File: config.mk
export PLATFORM = sky130hd
export DESIGN_NAME = vdl_ram
export DESIGN_NICKNAME = d
export VERILOG_FILES = /design/src/vdl_ram.sv
export SDC_FILE = /design/constraint.sdc
export NUM_CORES = 1
export LEC_CHECK = 0
export BUFFER_PORTS_ARGS = -buffer_cell sky130_fd_sc_hd__buf_2
export CORE_MARGIN = 2
export CORE_UTILIZATION = 45
export CTS_CLUSTER_DIAMETER = 60
export DETAILED_ROUTE_END_ITERATION = 8
export SLEW_MARGIN = 20
export SYNTH_ARGS = -nofsm -noshare
export SYNTH_HDL_FRONTEND = slang
export SYNTH_SLANG_ARGS = --single-unit
export TNS_END_PERCENT = 1
File: constraint.sdc
create_clock -name clk -period 1.6 [get_ports clk]
set_input_delay 0.24 -clock clk [delete_from_list [all_inputs] [get_ports clk]]
set_output_delay 0.24 -clock clk [all_outputs]
set_load 0.005 [all_outputs]
File: src/vdl_ram.sv
// generic simple dual port ram with registered read
`timescale 1ns / 1ps
module vdl_ram #(
	parameter int WIDTH = 8,
	parameter int DEPTH = 16,
	parameter int ADDR_W = $clog2(DEPTH)
) (
	input  logic              clk,
	input  logic              we,
	input  logic [ADDR_W-1:0] waddr,
	input  logic [WIDTH-1:0]  wdata,
	input  logic [ADDR_W-1:0] raddr,
	output logic [WIDTH-1:0]  rdata
);

	logic [WIDTH-1:0] mem_q [DEPTH];

	// write port and registered read port
	always_ff @(posedge clk) begin
		if (we) begin
			mem_q[waddr] <= wdata;
		end
		rdata <= mem_q[raddr];
	end

endmodule

### Yosys cells after proc, flatten, opt, wreduce, memory -nomap -nowiden

Memory sizes are Yosys's and may differ from the RTL's. A register that Yosys moved wholly into a read port is not among the register bits.
Cells that the tools add are included.

* add/subtract/negate cells: 0
* multipliers: 0
* div/mod/pow operators: 0
* magnitude comparators: 0
* eq/ne operators: 0
* shift-type cells: 0
* mux-type cells: 2
* bitwise logic cells: 0
* reductions and logical operators: 0

Operators by type and width (number)
* $mux W1: 2

* bits in registers: 0
* bits in latches: 0
* bits in writable memories: 128
* ROM bits: 0
* bits of input ports: 18
* output and inout bits: 8
* logic and storage cells: 3
* memories: 1

Memory list
* mem_q: depth 16, bits a word 8, rd ports 1, clocked after Yosys merged registers in 1, write ports 1, line 16 `logic [WIDTH-1:0] mem_q [DEPTH];`

### Depth between registers and ports, before layout

Gate-level depths: netlist (run 1).

* depth in word-level cells: 2
* gate-level depth with buffers: 5
* gate-level depth less buffers: 3

### Least setup slack after synthesis (run 1)

Ideal clock, no wire load.

* kind: input to register
* start: input port waddr[2]
* end: memory mem_q[0][0] (enable)
* setup time: 0.383 ns
* data arrival time: 1.350 ns
* data required time: 1.217 ns
* path slack: -0.133 ns
* stages: 2
* buffers on the path: 0
* cells stage by stage: or3b_2 nor3_1

RTL lines
* start, declared: line 10 `input logic [ADDR_W-1:0] waddr,`
* end, declared: line 16

Straight into the memory's write port.

==> metrics.csv, run 1 <==
stage,metric,value,unit
timing,final_max_slew_viol_count,0,
timing,setup_violations,0,
drt,ant_nets,0,
timing,hold_slack,0.220,ns
drt,dr_wl_met2,4.85,mm
clock_tree,clk_pin_slew,0.06,ns
timing,max_slew_margin,46.3,%
synthesis,netlist_area,5150,µm²
grt,overflow,0,
outcome,outcome,finished clean,
worst_setup_path,cp-start-kind,flop,
power_and_ir_drop,power_leakage,2.14,nW
clock_tree,cts_tree,done,
drt,wl_per_cell,21.7,µm
floorplanning,die_area,12300,µm²
synthesis,ys_types,19,
worst_setup_path,crit_fanout,1,
timing,layout_setup_ws,0.209,ns
final_layout,utilization,55.2,%
grt,antenna_found_initial,0,
floorplanning,core_area,11300,µm²
grt,grt_pass1_wl,15.1,mm
worst_setup_path,critical_path_class,reg2reg,
place,dp_slack,-0.0804,ns
floorplanning,start_util,45.7,%
clock_tree,postCtsSetupRepairBufs,0,
drt,viasPerCell,5.46,
timing,fin_setup_tns,0,ns
clock_tree,ctsResizeCount,0,
timing,tightest_slew,0.803,ns
final_layout,instances_no_fill,442,
timing,fmax,719,MHz
timing,min_period,1.39,ns
timing,period_share,86.9,%
final_layout,regArea,4000,µm²
power_and_ir_drop,cellPowerDensity,1360,nW/µm²
drt,post-route-drc-count,0,
drt,routed_wl,9.58,mm
grt,grt_max_degree,20,
clock_tree,ctsHoldBuffers,0,
timing,fin_skew,0.00600,ns
hold_path,min_from,wdata[5],
worst_setup_path,worstReg2RegStart,mem_q[1][0]$_DFFE_PP_,
floorplanning,io_pins,26,
final_layout,fill_cells,850,
place,dp_cells,410,
clock_tree,clock_latency,0.40,ns
floorplanning,num_rows,39,
clock_tree,cts_sinks,136,
drt,met1_length,4.15,mm
synthesis,syn_area_per_cell,22.5,µm²
worst_setup_path,required,1.88,ns
grt,grtUsageTotal,17.1,%
final_layout,stdcell_area,6220,µm²
synthesis,syn-num-nets,247,
clock_tree,htreeDepth,4,
job,maxCapViolations,0,
final_layout,diodes,0,
synthesis,seq_area_frac_synth,77.8,%
worst_setup_path,endpoint_kind,flop,
synthesis,netlist_instances,229,
synthesis,netlist.area_leader.share,74.7,%
place,place_area,5590,µm²
synthesis,ys_top_cells_by_area,"edfxtp_1 75%, mux4_2 7.9%, mux4_1 7.1%",
power_and_ir_drop,finalPower,8.44,mW
place,dp_hpwl,6.16,mm
final_layout,final_common_cell,edfxtp_1,
floorplanning,die_y,111,µm
final_layout,synthToLayoutAreaGrowth,20.9,%
worst_setup_path,worst-endpoint-arrival,1.68,ns
hold_path,hold_class,in2reg,
clock_tree,clockBufferDepth,2,
clock_tree,numCtsBuffers,17,
synthesis,yosysWarnings,0,
final_layout,drive_gt1_share,33.1,%
clock_tree,cts-root-buf,clkbuf_16,
timing,grt_setup_unrepaired,no,
timing,hold_viol,0,
final_layout,multiInputGateArea,1060,µm²
synthesis,synth_seq_cells,136,
grt,grt_pass1_vias,2486,
place,place.gp.congestion,0.743,
drt,wl_met3,508,µm
drt,via_count,2413,
synthesis,netlist.top_cell.by_area,edfxtp_1,
worst_setup_path,startpoint,mem_q[1][0]$_DFFE_PP_,
power_and_ir_drop,vdd_drop_max,649,µV
drt,highest_layer,met4,
place,portBuffers,25,
final_layout,nets,304,
drt,first_pass_iters,4,
floorplanning,die_width,111,µm
drt,drtIter0Drc,206,
final_layout,layout_common_cells,"128 x edfxtp_1, 25 x buf_2, 19 x buf_4",
## worst max-delay path: stages (launching register included)
cell and delay, ns:
edfxtp_1 0.38, mux4_1 0.55, a22oi_1 0.26, nand2_1 0.09
## sequential cells by signal, summed over array words and instances (netlist names)
name	flops
rdata	8
mem_q	128
## layout make-up
class | count | share of cell area [%]
sequential | 136 | 64.3
multi-input combinational | 83 | 17.1
clock buffer | 20 | 7.34
timing repair buffer | 48 | 5.59
tap | 143 | 2.87
clock inverter | 12 | 2.79
## cells in the mapped netlist (all sizes together)
cell type and number:
mux4 32, dfxtp 8, or3b 1, and2 1
clkdlybuf4s25 3, edfxtp 128, a22oi 16, nand3 1
and2b 1, nor2b 1, buf 7, nand2b 2
nand3b 2, nor3 4, nor2 13, nand2 9
## path summary, 6_finish.rpt
path,to,slack (ns),cells after the start
max,rdata[0]$_DFF_P_,0.21,3
min,mem_q[8][5]$_DFFE_PP_,0.22,1
max reg2reg,rdata[0]$_DFF_P_,0.21,3
min reg2reg,rdata[3]$_DFF_P_,0.68,3
## kinds of logic (layout without fill, tap and decap cells)
logic type | Yosys count | in the layout | share of synthesized area (%)
AOI/OAI and AO/OA | 16 | 16 | 2.33
DFF | 136 | 136 | 77.8
muxes | 32 | 32 | 15.0
and+or+nand+nor | 35 | 35 | 3.18
buffers and inverters | 10 | 80 | 1.68
## metal layers
metal	vias up	global-route usage, %
li1	1087	-
met1	1246	24.1
met2	73	26.2
met3	7	4.05
met4	0	6.50
met5	-	0
## where the power goes
group	internal, mW	leakage (nW)	switching [mW]
logic	0.172	0.610	0.203
registers	3.98	1.22	0.0250
clock network	2.69	0.310	1.37
total	6.84	2.14	1.60
Power figures use the tool's default switching activity.
==> run 2: changes to the inputs <==
--- a/config.mk
+++ b/config.mk
@@ -5,9 +5,11 @@
 export SDC_FILE = /design/constraint.sdc
 export NUM_CORES = 1
 export LEC_CHECK = 0
+export ABC_AREA = 1
 export BUFFER_PORTS_ARGS = -buffer_cell sky130_fd_sc_hd__buf_2
 export CORE_MARGIN = 2
 export CORE_UTILIZATION = 45
+export CTS_BUF_LIST = sky130_fd_sc_hd__clkbuf_2 sky130_fd_sc_hd__clkbuf_4 sky130_fd_sc_hd__clkbuf_8
 export CTS_CLUSTER_DIAMETER = 60
 export DETAILED_ROUTE_END_ITERATION = 8
 export SLEW_MARGIN = 20
==> run 2 against run 1 <==
Via count up 59%; design area up 6.8%; clock power down 17%; sequential power about the same; sequential share of layout area down 4.1 points; wire length up 36%; synthesized cell count up 140%; fmax up 22%; register-to-register slack better by 0.38 ns; area after synthesis up 12%.
==> metrics.csv, run 2 <==
stage,metric,value,unit
worst_setup_path,critPathTopFamily,flip-flops,
worst_setup_path,crit_fanout,1,
floorplanning,die_y,117,µm
drt,viasPerCell,4.89,
floorplanning,start_util,45.9,%
final_layout,final_common_cell,nand2_1,
final_layout,fill_cells,1123,
timing,setup_violations,0,
worst_setup_path,rr_worst_depth,6,
power_and_ir_drop,cellPowerDensity,1180,nW/µm²
synthesis,syn_area_per_cell,10.5,µm²
hold_path,hold_depth,3,
worst_setup_path,cp-start-kind,flop,
grt,grt_pass1_wl,20.3,mm
grt,overflow,0,
worst_setup_path,critical_path_class,reg2out,
floorplanning,num_rows,41,
place,dp_hpwl,8.23,mm
timing,fmax,877,MHz
timing,period_share,71.3,%
synthesis,synthFlopType,edfxtp_1,
clock_tree,clock_latency,0.44,ns
clock_tree,clockBufferDepth,2,
worst_setup_path,cp_cell_sequence,buf_2,
final_layout,top_register,mem_q,
timing,tightest_slew,0.425,ns
worst_setup_path,endpoint_kind,primary output,
drt,ant_nets,0,
floorplanning,die_width,117,µm
floorplanning,core_area,12600,µm²
job,maxCapViolations,0,
worst_setup_path,worstReg2RegStart,mem_q[3][4]$_DFFE_PP_,
timing,fin_setup_tns,0,ns
worst_setup_path,slowest_delay,0.35,ns
synthesis,seq_area_frac_synth,69.4,%
clock_tree,ctsHoldBuffers,0,
final_layout,drive_gt1_share,13.7,%
outcome,outcome,finished clean,
grt,grtUsageTotal,20.6,%
final_layout,top_regs,"mem_q x128, rdata x8",
synthesis,yosysMostFrequentCell,nand2_1,
drt,wl_per_cell,16.6,µm
floorplanning,io_pins,26,
worst_setup_path,worst-endpoint-arrival,0.90,ns
clock_tree,numCtsBuffers,17,
worst_setup_path,cp_slowest_cell,dfxtp_1,
worst_setup_path,crit_cells,1,
worst_setup_path,crit_buf_inv,1,
clock_tree,htreeDepth,4,
clock_tree,clk_pin_slew,0.07,ns
drt,post-route-drc-count,0,
synthesis,synth_common_cells,"173 x nand2_1, 128 x edfxtp_1, 100 x inv_1, 97 x nand3_1, 17 x nor2_1",
synthesis,netlist.area_leader.share,66.7,%
power_and_ir_drop,vdd_drop_max,538,µV
synthesis,syn-num-nets,569,
synthesis,ys_top_cells_by_area,"edfxtp_1 67%, nand2_1 11%, nand3_1 8.4%",
final_layout,synthToLayoutAreaGrowth,15.3,%
place,portBuffers,25,
hold_path,hold_class,in2reg,
drt,via_count,3831,
synthesis,netlist_area,5770,µm²
synthesis,synth_edf_count,128,
synthesis,synth_seq_cells,136,
clock_tree,cts_tree,done,
timing,hold_viol,0,
worst_setup_path,required,1.36,ns
final_layout,regArea,4000,µm²
drt,first_pass_iters,4,
final_layout,layout_common_cells,"173 x nand2_1, 128 x edfxtp_1, 100 x inv_1",
worst_setup_path,startpoint,rdata[2]$_DFF_P_,
timing,grt_setup_unrepaired,no,
timing,fin_skew,0.00899,ns
timing,max_slew_margin,71.7,%
hold_path,min_from,raddr[3],
drt,drtIter0Drc,339,
clock_tree,cts-root-buf,clkbuf_8,
synthesis,ys_types,12,
floorplanning,die_area,13700,µm²
place,place.gp.congestion,0.922,
timing,min_period,1.14,ns
grt,antenna_found_initial,0,
clock_tree,cts_sinks,136,
synthesis,async_flop_share,0,%
timing,final_max_slew_viol_count,0,
synthesis,netlist.top_cell.by_area,edfxtp_1,
drt,routed_wl,13.0,mm
clock_tree,ctsResizeCount,0,
timing,hold_slack,0.163,ns
grt,grt_pass1_vias,3734,
final_layout,nets,616,
synthesis,yosysWarnings,0,
clock_tree,postCtsSetupRepairBufs,0,
final_layout,multiInputGateArea,1210,µm²
final_layout,diodes,0,
synthesis,netlist_instances,551,
grt,grt_max_degree,65,
power_and_ir_drop,power_leakage,2.90,nW
final_layout,largest_register_ffs,128,
==> run 2: changes by cell type after synthesis, moves of 3 or more <==
cell	change
clkdlybuf4s25_2	-3
mux4_1	-14
a22oi_1	-16
nor2_1	+4
buf_6	+3
nand2_1	+164
nor3_1	-4
nand3_1	+96
mux4_2	-18
inv_1	+100
buf_2	+10
buf_4	+3
==> run 2: layout make-up <==
type,instances,share of cell area [%]
clock inverter,13,3.39
multi-input combinational,289,18.3
tap,172,3.24
inverter,102,5.76
clock buffer,19,3.84
sequential,136,60.2
timing repair buffer,52,5.31
==> run 2: through the flow <==
stage	worst slack, ns	util (%)	instance area, µm²	power (mW)	instances
floorplan	0.409	-	5770	4.36	551
global placement	0.292	49.1	6170	4.56	751
detailed placement	0.273	49.1	6170	4.57	751
CTS	0.433	52.9	6650	7.89	783
global route	0.418	52.9	6650	8.09	783
finish	0.460	52.9	6650	7.84	783
==> run 2: worst paths after layout <==
check | endpoint | slack [ns]
hold reg to reg | rdata[5]$_DFF_P_ | 0.67
hold / removal | rdata[6]$_DFF_P_ | 0.16
setup reg to reg | rdata[4]$_DFF_P_ | 0.59
setup / recovery | rdata[2] | 0.46
==> run 2: layer usage <==
layer | vias to the layer above | wire, µm | track usage (%)
met5 | - | 0 | 0
met1 | 1853 | 5970 | 27.5
met2 | 87 | 6150 | 32.1
met3 | 23 | 521 | 4.79
li1 | 1868 | - | -
met4 | 0 | 366 | 9.73
==> run 2: logic make-up (layout without fill, tap and decap cells) <==
group         count (synthesis)  count (layout)  synth area share (%)
buf+inv                     126             186                  9.52
simple gates                289             289                  21.0
flops                       136             136                  69.4
==> run 2: power by group <==
group          internal, mW  switching [mW]  leakage (nW)
sequential             3.98          0.0241          1.22
clock                  2.06            1.29         0.235
combinational         0.151           0.334          1.44
==> run 2: worst register-to-register path, cell delays in order, from the launching register on <==
cell	delay, ns
edfxtp_1	0.38
nand2_1	0.08
nand2_1	0.07
nand2_1	0.07
nand3_1	0.07
nand3_1	0.15
nand2_1	0.08
